## config.mk

```make
export PLATFORM = sky130hd
export DESIGN_NAME = button_led_mode_controller
export DESIGN_NICKNAME = d
export VERILOG_FILES = /design/src/blmc_pkg.sv /design/src/button_led_mode_controller.sv
export SDC_FILE = /design/constraint.sdc
export NUM_CORES = 1
export LEC_CHECK = 0
export BUFFER_PORTS_ARGS = -buffer_cell sky130_fd_sc_hd__buf_4
export CORE_UTILIZATION = 50
export CTS_CLUSTER_DIAMETER = 100
export DETAILED_ROUTE_END_ITERATION = 10
export HOLD_SLACK_MARGIN = 0.1
export PLACE_DENSITY_LB_ADDON = 0.12
export SYNTH_ARGS = -nofsm -noshare
export SYNTH_HDL_FRONTEND = slang
export SYNTH_SLANG_ARGS = --single-unit
```

## constraint.sdc

```tcl
create_clock -name clk -period 15.6 [get_ports clk]
set_clock_uncertainty 0.05 [all_clocks]
set_input_delay 0.78 -clock clk [delete_from_list [all_inputs] [get_ports clk]]
set_output_delay 0.78 -clock clk [all_outputs]
set_load 0.01 [all_outputs]
```

## src/blmc_pkg.sv

```systemverilog
// Shared types and constants for the button LED mode controller.
// No dependencies.
package blmc_pkg;

  localparam int unsigned CntW = 16;

  typedef logic [CntW-1:0] cnt_t;
  typedef logic [1:0]      mode_t;

  // Configuration register indexes
  typedef enum logic [1:0] {
    REG_LONG_PRESS   = 2'd0,
    REG_BLINK        = 2'd1,
    REG_PULSE_ON     = 2'd2,
    REG_PULSE_PERIOD = 2'd3
  } reg_idx_t;

  // Mode codes
  localparam mode_t MODE_NONE   = 2'd0;
  localparam mode_t MODE_MANUAL = 2'd1;
  localparam mode_t MODE_BLINK  = 2'd2;
  localparam mode_t MODE_PULSE  = 2'd3;

  localparam cnt_t PRESS_SAT = 16'd65000;

  localparam cnt_t LONG_PRESS_RST   = 16'd300;
  localparam cnt_t BLINK_RST        = 16'd10;
  localparam cnt_t PULSE_ON_RST     = 16'd10;
  localparam cnt_t PULSE_PERIOD_RST = 16'd100;

endpackage

```

## src/button_led_mode_controller.sv

```systemverilog
// Button LED mode controller: one tick per request, one result per tick.
// Depends on blmc_pkg.
//
// Usage:
//   Input channel (in_valid / in_stall) carries one tick with the button
//   level on button_down. Output channel (out_valid / out_stall) returns the
//   LED drive, the mode and the release flags for that tick.
//   Configuration channel (cfg_valid / cfg_ready / cfg_index / cfg_data)
//   writes the four timing registers; cfg_ready is always high. Write only
//   while no tick is in flight.
// Result register and throughput:
//   A tick accepted at one edge has its result loaded at that same edge; the
//   result can leave at the next edge.
//   One tick per cycle is sustained while out_stall is low: the whole update
//   is a few 16-bit compares and counter increments between the state
//   registers and the single result register.
// Stall:
//   The result register holds while out_stall is high; in_stall rises only
//   when that register is full and stalled, so a tick is taken in the same
//   cycle the previous result leaves.
// Reset:
//   rst (synchronous) restores register defaults, mode 1, LED lit, counters
//   cleared, and empties the result register.
module button_led_mode_controller (
  input  logic                 clk,
  input  logic                 rst,
  input  logic                 in_valid,
  output logic                 in_stall,
  input  logic                 button_down,
  output logic                 out_valid,
  input  logic                 out_stall,
  output logic                 led_lit,
  output blmc_pkg::mode_t      current_mode,
  output logic                 long_release,
  output logic                 short_release,
  input  logic                 cfg_valid,
  output logic                 cfg_ready,
  input  blmc_pkg::reg_idx_t   cfg_index,
  input  blmc_pkg::cnt_t       cfg_data
);
  import blmc_pkg::*;

  cnt_t  long_press_ticks, blink_ticks, pulse_on_ticks, pulse_period_ticks;

  logic  lit, manual_on, held;
  mode_t active_mode;
  cnt_t  press_count, tick_count;

  logic  lit_next, manual_on_next, held_next;
  mode_t active_mode_next;
  cnt_t  press_count_next, tick_count_next;
  logic  long_rel, short_rel;

  logic  in_accept;

  assign cfg_ready = 1'b1;
  assign in_stall  = out_valid & out_stall;
  assign in_accept = in_valid & ~in_stall;

  // Configuration registers
  always_ff @(posedge clk) begin
    if (rst) begin
      long_press_ticks   <= LONG_PRESS_RST;
      blink_ticks        <= BLINK_RST;
      pulse_on_ticks     <= PULSE_ON_RST;
      pulse_period_ticks <= PULSE_PERIOD_RST;
    end else if (cfg_valid && cfg_ready) begin
      unique case (cfg_index)
        REG_LONG_PRESS:   long_press_ticks   <= cfg_data;
        REG_BLINK:        blink_ticks        <= cfg_data;
        REG_PULSE_ON:     pulse_on_ticks     <= cfg_data;
        REG_PULSE_PERIOD: pulse_period_ticks <= cfg_data;
        default: ;
      endcase
    end
  end

  // Tick update
  always_comb begin
    cnt_t tick_mid;
    lit_next         = lit;
    manual_on_next   = manual_on;
    held_next        = held;
    active_mode_next = active_mode;
    press_count_next = press_count;
    long_rel         = 1'b0;
    short_rel        = 1'b0;
    tick_mid         = tick_count;

    if (button_down) begin
      if (!held) begin
        held_next        = 1'b1;
        press_count_next = '0;
      end else if (press_count < PRESS_SAT) begin
        press_count_next = press_count + cnt_t'(1);
      end
    end else if (held) begin
      held_next = 1'b0;
      if (press_count > long_press_ticks) begin
        long_rel = 1'b1;
        tick_mid = '0;
        unique case (active_mode)
          MODE_MANUAL: begin
            active_mode_next = MODE_BLINK;
            lit_next         = 1'b0;
          end
          MODE_BLINK: begin
            active_mode_next = MODE_PULSE;
            lit_next         = 1'b1;
          end
          default: begin
            // pulse, and the unreachable zero code, go back to manual
            active_mode_next = MODE_MANUAL;
            lit_next         = 1'b1;
            manual_on_next   = 1'b1;
          end
        endcase
      end else begin
        short_rel = 1'b1;
        if (active_mode == MODE_MANUAL) begin
          manual_on_next = ~manual_on;
          lit_next       = ~manual_on;
        end
      end
    end

    // Mode action on the updated mode and tick count
    if (active_mode_next == MODE_BLINK) begin
      if (tick_mid >= blink_ticks) begin
        lit_next = ~lit_next;
        tick_mid = '0;
      end
    end else if (active_mode_next == MODE_PULSE) begin
      priority if (tick_mid == pulse_on_ticks) begin
        lit_next = 1'b0;
      end else if (tick_mid >= pulse_period_ticks) begin
        lit_next = 1'b1;
        tick_mid = '0;
      end
    end

    tick_count_next = tick_mid + cnt_t'(1);
  end

  always_ff @(posedge clk) begin
    if (rst) begin
      lit         <= 1'b1;
      manual_on   <= 1'b1;
      held        <= 1'b0;
      active_mode <= MODE_MANUAL;
      press_count <= '0;
      tick_count  <= '0;
    end else if (in_accept) begin
      lit         <= lit_next;
      manual_on   <= manual_on_next;
      held        <= held_next;
      active_mode <= active_mode_next;
      press_count <= press_count_next;
      tick_count  <= tick_count_next;
    end
  end

  // Result register
  always_ff @(posedge clk) begin
    if (rst) begin
      out_valid <= 1'b0;
    end else if (in_accept) begin
      out_valid <= 1'b1;
    end else if (!out_stall) begin
      out_valid <= 1'b0;
    end
  end

  always_ff @(posedge clk) begin
    if (in_accept) begin
      led_lit       <= lit_next;
      current_mode  <= active_mode_next;
      long_release  <= long_rel;
      short_release <= short_rel;
    end
  end

  // Checks
  a_release_excl: assert property (@(posedge clk) disable iff (rst)
    out_valid |-> !(long_release && short_release))
    else $error("long and short release flagged together");

  a_mode_legal: assert property (@(posedge clk) disable iff (rst)
    out_valid |-> current_mode != MODE_NONE)
    else $error("result carries mode zero");

  a_accept_result: assert property (@(posedge clk) disable iff (rst)
    in_accept |=> out_valid && current_mode == $past(active_mode_next))
    else $error("accepted tick produced no matching result");

  a_long_advances: assert property (@(posedge clk) disable iff (rst)
    in_accept && long_rel |=> active_mode != $past(active_mode))
    else $error("long release did not change mode");

  a_result_held: assert property (@(posedge clk) disable iff (rst)
    out_valid && out_stall |=> out_valid)
    else $error("stalled result dropped");

endmodule

```

# Word level (Yosys, flattened, before mapping)
# Cells that the tools add are included.
[totals] reg_bits=107 word_cells=81 out_inout_bits=8 inputBits=24
[op_classes] muxes=32 n_bitwise=7 order_cmp=4 reduce_logical=10 add_sub_neg=2 eq_ne=11
[op_table] cell="16-bit two-way mux" n=10
[op_table] cell="16-bit by 1-bit adder with 16-bit output (second input constant)" n=2
[op_table] cell="16-bit greater-or-equal comparator" n=2
[op_table] cell="1-bit two-way mux" n=18
[op_table] cell="16-bit == test" n=1
[op_table] cell="16-bit > comparator" n=1
[op_table] cell="16-bit < comparator (second input constant)" n=1
[op_table] cell="2-bit == test (second input constant)" n=5
[op_table] cell="2-bit AND reduction" n=4
[op_table] cell="2-bit two-way mux" n=3
[op_table] cell="1-bit inverter" n=5
[op_table] cell="5-bit AND reduction" n=1
[op_table] cell="2-bit by 1-bit == test with 1-bit output (second input constant)" n=2
[op_table] cell="2-bit by 1-bit inequality test with 1-bit output (second input constant)" n=2
[op_table] cell="2-bit case mux with 2 select lines" n=1
[op_table] cell="2-bit OR reduction" n=2
[op_table] cell="3-bit AND reduction" n=1
[op_table] cell="1-bit AND" n=2
[op_table] cell="2-bit logical NOT" n=1
[op_table] cell="2-bit inequality test (second input constant)" n=1
[op_table] cell="2-bit nonzero test" n=1

# Depth between registers and ports, before layout
# Gate-level depths: netlist of the first run.
[logic_depth] depth_word=10 depth_mapped=27 ltp_nobuf=25

# Worst setup path before layout of the first run
# OpenSTA, ideal clock, no wires.
[synth_path] path_kind="flip-flop to flip-flop" start="register long_press_ticks[9]" end="register tick_count[14]" stages_incl_launch_ff=27 period_less_slack_ns=4.954 setup_time_ns=0.079 required_time_ns=15.471 path_buffers=3 arrival_ns=4.824 setup_slack_ns=10.646 cell_sequence="dfxtp_1 inv_1 ha_1 a21o_1 nand3_1 a21oi_1 a2111o_2 nand2_2 buf_6 clkbuf_1 nand2_1 ha_1 nand2b_1 a211oi_1 o21ai_1 a221oi_1 o21ai_0 a31oi_1 buf_4 and2_1 ha_1 nand4_1 nor2_1 and3_2 nand4_1 or2_2 o211ai_1"
[synth_between] elab_chain_cells=10 word_cells_on_any_way=18 cone_classes="add/sub: 1; order compare: 3; eq/ne: 3; mux: 11"
[synth_lines] item="from (decl)" line="button_led_mode_controller.sv:43" source="cnt_t long_press_ticks, blink_ticks, pulse_on_ticks, pulse_period_ticks;"
[synth_lines] item="from (signal assigned)" line="button_led_mode_controller.sv:69" source="REG_LONG_PRESS: long_press_ticks <= cfg_data;"
[synth_lines] item="16-bit > comparator *" line="button_led_mode_controller.sv:99" source="if (press_count > long_press_ticks) begin"
[synth_lines] item="16-bit two-way mux" line="button_led_mode_controller.sv:99"
[synth_lines] item="16-bit two-way mux" line="button_led_mode_controller.sv:97" source="end else if (held) begin"
[synth_lines] item="16-bit two-way mux" line="button_led_mode_controller.sv:90" source="if (button_down) begin"
[synth_lines] item="16-bit greater-or-equal comparator" line="button_led_mode_controller.sv:136" source="end else if (tick_mid >= pulse_period_ticks) begin"
[synth_lines] item="16-bit two-way mux" line="button_led_mode_controller.sv:136"
[synth_lines] item="16-bit two-way mux" line="button_led_mode_controller.sv:134" source="priority if (tick_mid == pulse_on_ticks) begin"
[synth_lines] item="16-bit two-way mux" line="button_led_mode_controller.sv:133" source="end else if (active_mode_next == MODE_PULSE) begin"
[synth_lines] item="16-bit two-way mux *" line="button_led_mode_controller.sv:128" source="if (active_mode_next == MODE_BLINK) begin"
[synth_lines] item="16-bit by 1-bit adder with 16-bit output *" line="button_led_mode_controller.sv:142" source="tick_count_next = tick_mid + cnt_t'(1);"
[synth_lines] item="to (signal assigned)" line="button_led_mode_controller.sv:159" source="tick_count <= tick_count_next;"
[synth_lines] item="to (decl)" line="button_led_mode_controller.sv:47" source="cnt_t press_count, tick_count;"
# Mark *: on every way between the ends. The rest lies on a longest branch, timed or not.
# A chain may end at the register's enable or synchronous reset.

# Final worst setup path of the first run
[layout_path] start="register press_count[3]" end="register tick_count[14]"
[layout_between] elab_chain_cells=10 word_cells_on_any_way=18 cone_classes="add/sub: 1; order compare: 3; eq/ne: 3; mux: 11"
[layout_lines] item="from (decl)" line="button_led_mode_controller.sv:47"
[layout_lines] item="from (signal assigned)" line="button_led_mode_controller.sv:158" source="press_count <= press_count_next;"
[layout_lines] item="16-bit > comparator *" line="button_led_mode_controller.sv:99"
[layout_lines] item="16-bit two-way mux" line="button_led_mode_controller.sv:99"
[layout_lines] item="16-bit two-way mux" line="button_led_mode_controller.sv:97"
[layout_lines] item="16-bit two-way mux" line="button_led_mode_controller.sv:90"
[layout_lines] item="16-bit greater-or-equal comparator" line="button_led_mode_controller.sv:136"
[layout_lines] item="16-bit two-way mux" line="button_led_mode_controller.sv:136"
[layout_lines] item="16-bit two-way mux" line="button_led_mode_controller.sv:134"
[layout_lines] item="16-bit two-way mux" line="button_led_mode_controller.sv:133"
[layout_lines] item="16-bit two-way mux *" line="button_led_mode_controller.sv:128"
[layout_lines] item="16-bit by 1-bit adder with 16-bit output *" line="button_led_mode_controller.sv:142"
# Marks and branches as above.

==> reports/metrics.yaml, run 1 <==
worstSetupStartpointType: "flip-flop"
diodes: 0
cts_root_buffer: "clkbuf_16"
critPathMaxStageDelay_ns: 0.87
grt_pass1_vias: 4628
dpl.cell_count: 879
hold_viol: 0
ys.flop_type: "dfxtp_1"
numCtsBuffers: 9
drive_above_1_share_pct: 10.9
viasPerCell: 5.65
yosysMostFrequentCell: "nand2_1"
gp_congestion: 0.910
ir_drop_mv: 0.104
cts.repair.resized: 0
cts_sinks: 107
cp.buffers_inverters: 0
areaGrowthSynthToFinish_pct: 9.53
cts_hold_buf: 0
cp-end-kind: "flip-flop"
syn_avg_cell_area_um2: 8.03
crit_type: "flip-flop to flip-flop"
cts_max_level: 3
path_cells: "ha_1, and2_1, o21ai_0, a21boi_2, a2111o_2, nand2_2, nand2_1, ha_1, nand2b_1, a211oi_1, o21ai_1, a221oi_1, o21ai_0, a31oi_1, and2_1, ha_1, nand4_1, nor2_1, and3_2, nand4_1, or2_2, o211ai_1"
power_uw: 584
yosysTopAreaCell: "dfxtp_1"
yosysUniqueCellTypes: 68
synth-seq-cells: 107
setup_viol: 0
via_count: 5055
rsz0062_at_grt: "no"
cts_buffer_depth: 2
fin_crit_sh_pct: 38.8
cp.required_ns: 15.84
hold_path.class: "flip-flop to flip-flop"
antenna_found_initial: 0
post_drt_wl_per_cell_um: 16.4
drtIter0Drc: 354
cts_tree: "yes"
cpMaxStageDelayCell: "a31oi_1"
grt-ovfl-total: 0
ys_async_sr_fraction_pct: 0
wirelength_mm: 14.7
finalNonFillerCells: 895
grt_first_pass_wirelength_mm: 24.2
path_clk_slew_ns: 0.07
worst_slack_ns: 9.55
num_io_pins: 32
synth_nets: 814
cp_max_fo: 21
insertion_delay_ns: 0.37
cts_setup_buffers: 0
slew_viol_final: 0
grt_max_degree: 67
synth_edf_count: 5
grt_use_total_pct: 24.8
rows: 39
netlist_top_cells_count: "nand2_1 (158), dfxtp_1 (102), a21oi_1 (73)"
syn_area_mm2: 0.00593
synth_area_leaders: "dfxtp_1 (34%), ha_1 (11%), nand2_1 (10%), a21oi_1 (6.2%), xor2_1 (4.0%)"
maxSlewHeadroom_pct: 17.4
drc: 0
place_hpwl_mm: 10.9
crit_arrival_ns: 6.28
cp_top_family: "compound AO/OA/AOI/OAI gates"
yosysSeqAreaShare_pct: 37.0
ant_nets: 0
initial_utilization_pct: 51.7
power_density_mw_per_mm2: 89.8
core_area_mm2: 0.0115
drt_first_pass_iters: 5
die_w_um: 111
fmax_ghz: 0.165
cap_violations: 0
die_h_um: 111
port_buffers: 30
total_leakage_power_uw: 0.00270
tns_ns: 0
synth_top_area_share_pct: 34.4
cpMostUsedCell: "ha_1"
dieArea_mm2: 0.0123
worstMarginPinSlew_ns: 1.24
pre_cts_slack_ns: 9.65
synth_cells: 739
final_net_count: 822
period_needed_ns: 6.05
ys_warn_count: 0
status: "complete, no violations"
==> cells in the final DEF, fill, tap and decap left out, drive strengths merged, types with 4 or more instances in the layout <==
cell type / netlist / layout
or3: 4 / 4
xnor2: 5 / 5
nand3: 22 / 22
edfxtp: 5 / 5
inv: 55 / 59
and3: 10 / 10
buf: 7 / 30
or4: 5 / 5
xor2: 27 / 27
a21o: 11 / 11
o21ai: 19 / 19
nor3b: 4 / 4
a21oi: 74 / 74
and4: 4 / 4
nor4: 9 / 9
or2: 6 / 6
nand2: 159 / 159
clkbuf: 26 / 10
o211ai: 14 / 14
nor2: 33 / 33
dfxtp: 102 / 102
ha: 51 / 51
nand4: 20 / 20
a31oi: 10 / 10
and2: 21 / 21
==> cells by family after synthesis <==
kind of cell,Yosys count,share of synthesized area (%)
AOI/OAI and AO/OA,149,15.9
muxes,4,0.717
and+or+nand+nor,306,24.8
DFF,107,37.0
xor gates and xnor gates,32,4.72
adders and majority gates,51,10.8
buffers and inverters,89,6.10
other,1,0.0632
==> worst reg2reg max path, stage by stage, from the launching register on <==
cell	delay [ns]
dfxtp_1	0.48
ha_1	0.30
and2_1	0.19
o21ai_0	0.12
a21boi_2	0.11
a2111o_2	0.38
nand2_2	0.31
nand2_1	0.17
ha_1	0.29
nand2b_1	0.14
a211oi_1	0.24
o21ai_1	0.10
a221oi_1	0.35
o21ai_0	0.31
a31oi_1	0.87
and2_1	0.24
ha_1	0.23
nand4_1	0.14
nor2_1	0.17
and3_2	0.22
nand4_1	0.11
or2_2	0.30
o211ai_1	0.15
==> path summary, 6_finish.rpt <==
path	slack [ns]	end	startpoint	depth (start not counted)
max	9.55	tick_count[14]	press_count[3]	22
min	0.41	pulse_period_ticks[14]	pulse_period_ticks[14]	2
max reg2reg	9.55	tick_count[14]	press_count[3]	22
min reg2reg	0.41	pulse_period_ticks[14]	pulse_period_ticks[14]	2
==> routing by layer <==
metal	wire length (µm)	vias up	global-route usage (%)	part of all wire (%)
met2	6470	108	37.3	44
met1	7160	2382	34.3	49
met5	0	-	0	0
met4	403	0	9.60	2.7
met3	661	19	5.63	4.5
li1	-	2546	-	-
==> sequential cells by signal (all words and copies together), names as in the netlist <==
name                count
blink_ticks            16
long_press_ticks       16
press_count            16
pulse_on_ticks         16
pulse_period_ticks     16
tick_count             16
active_mode             2
current_mode            2
held                    1
led_lit                 1
lit                     1
long_release            1
manual_on               1
out_valid               1
short_release           1
==> layout make-up <==
class / count / area, µm²
Multi-Input combinational cell: 543 / 3380
Fill cell: 1086 / 4970
Inverter: 56 / 210
Sequential cell: 107 / 2190
Clock inverter: 6 / 78.8
Clock buffer: 10 / 229
Tap cell: 143 / 179
Timing Repair Buffer: 30 / 225
==> report_power, final <==
part	internal [µW]	switching, µW
Sequential	284	5.90
Clock	128	113
Combinational	19.7	32.7
==> through the flow <==
stage	utilization, %	hold WS [ns]	instance area [µm²]
2_1_floorplan	-	0.386	5930
3_3_place_gp	54.0	0.393	6190
3_5_place_dp	54.0	0.399	6190
4_1_cts	56.7	0.409	6500
5_1_grt	56.7	0.432	6500
6_report	56.7	0.407	6500
Note: power is estimated with default switching activity, not from simulation.
==> inputs of run 2 (changes only) <==
Clock period 15.6 ns to 5.2 ns, I/O delays scaled along.
==> run 2 against run 1 <==
Net effect:
- sequential share of layout area shrank 0.82 points
- via count grew 2.5%
- fmax grew 20%
==> reports/metrics.yaml, run 2 (same netlist as run 1, synthesis figures left out) <==
die_h_um: 111
cp_max_fo: 18
areaGrowthSynthToFinish_pct: 12.3
routedLengthMet1_mm: 7.47
ant_nets: 0
cts_max_level: 3
fmax_ghz: 0.199
drive_above_1_share_pct: 14.0
diodes: 0
grt_pass1_vias: 4854
power_density_mw_per_mm2: 255
cp.required_ns: 5.43
hold_viol: 0
rows: 39
worstMarginPinSlew_ns: 1.26
post_drt_wl_per_cell_um: 17.2
regArea_mm2: 0.00219
worstSetupStartpointType: "flip-flop"
placed_area_mm2: 0.00622
cts_sinks: 107
grt_use_total_pct: 26.2
cts_buffer_depth: 2
final_cell_mix: "nand2_1 (157), dfxtp_1 (101), a21oi_1 (71), inv_1 (54), ha_1 (50)"
tns_ns: 0
fillers: 1074
crit_type: "flip-flop to flip-flop"
die_w_um: 111
ir_drop_mv: 0.290
cap_violations: 0
cts_tree: "yes"
met2_length_mm: 6.75
drt_first_pass_iters: 7
drtIter0Drc: 426
total_leakage_power_uw: 0.00278
pre_cts_slack_ns: 0.0797
grt_first_pass_wirelength_mm: 25.3
core_area_mm2: 0.0115
initial_utilization_pct: 51.7
cts_root_buffer: "clkbuf_16"
mostFrequentLayoutCell: "nand2_1"
antenna_found_initial: 0
path_clk_slew_ns: 0.08
via_count: 5181
wl_met3_um: 922
crit_arrival_ns: 5.26
place_hpwl_mm: 11.2
drc: 0
port_buffers: 30
multiInputGateArea_mm2: 0.00347
critPathMaxStageDelay_ns: 0.42
status: "complete, no violations"
insertion_delay_ns: 0.36
fin_crit_sh_pct: 96.6
grt-ovfl-total: 0
period_needed_ns: 5.02
numCtsBuffers: 9
hold_path.class: "primary input to flip-flop"
worst_slack_ns: 0.176
wirelength_mm: 15.6
cpMaxStageDelayCell: "or4_1"
cp-end-kind: "flip-flop"
power_uw: 1700
slew_viol_final: 0
gp_congestion: 0.990
setup_viol: 0
grt_max_degree: 67
cpMostUsedCell: "a21o_1"
num_io_pins: 32
final_net_count: 835
dieArea_mm2: 0.0123
maxSlewHeadroom_pct: 15.5
routed.top_layer: "met4"
fin_area_mm2: 0.00666
viasPerCell: 5.71
run 2: cell count changes in the layout (fill, tap and decap cells not counted), sizes merged:
cell / before / now
inv: 59 / 58
buf: 30 / 40
clkinv: 2 / 4
dlygate4sd3: 0 / 3
bufinv: 1 / 0
run 2: timing repair:
action	in CTS	in global routing
hold endpoints to repair	3	0
gates resized for setup	0	22
buffers inserted	0	6
hold buffers	3	0
setup endpoints to repair	0	5
run 2: area by class of cell:
cell class	instances	share of cell area, %
Inverter	56	3.19
Timing Repair Buffer	43	4.96
Multi-Input combinational cell	543	52.1
Sequential cell	107	32.9
Clock inverter	6	0.714
Clock buffer	10	3.44
Tap cell	143	2.69
run 2: path summary, 6_finish.rpt:
kind / endpoint / start / cells after the start / slack, ns
setup / recovery: tick_count[6] / long_press_ticks[9] / 25 / 0.18
setup reg to reg: tick_count[6] / long_press_ticks[9] / 25 / 0.18
hold reg to reg: blink_ticks[9] / blink_ticks[9] / 2 / 0.41
hold / removal: pulse_period_ticks[2] / cfg_data[2] / 3 / 0.11
run 2: power by group:
part / switching, µW / internal [µW]
Clock: 332 / 332
Combinational: 105 / 62.9
Sequential: 18.4 / 851
Total: 455 / 1250
run 2: worst max-delay path, delay by kind of cell (launching register included):
| family | cells | cell delay (ns) |
|---|---|---|
| AND/OR/NAND/NOR | 10 | 1.98 |
| AO/OA/AOI/OAI | 8 | 1.40 |
| adder cells (fa/ha/maj) | 3 | 0.71 |
| buffers and inverters | 4 | 0.44 |
| flip-flops | 1 | 0.33 |
run 2: through the flow:
stage	hold WS, ns	util [%]	std cells
2_1_floorplan	0.334	-	739
3_3_place_gp	0.394	54.2	883
3_5_place_dp	0.399	54.2	883
4_1_cts	0.112	56.9	902
5_1_grt	0.122	58.1	908
6_report	0.115	58.1	908
run 2: routing by layer:
layer  track usage [%]  vias to the layer above
li1                  -                     2569
met1              36.8                     2402
met2              39.8                      175
met3              5.69                       35
met4              8.53                        0
met5                 0                        -
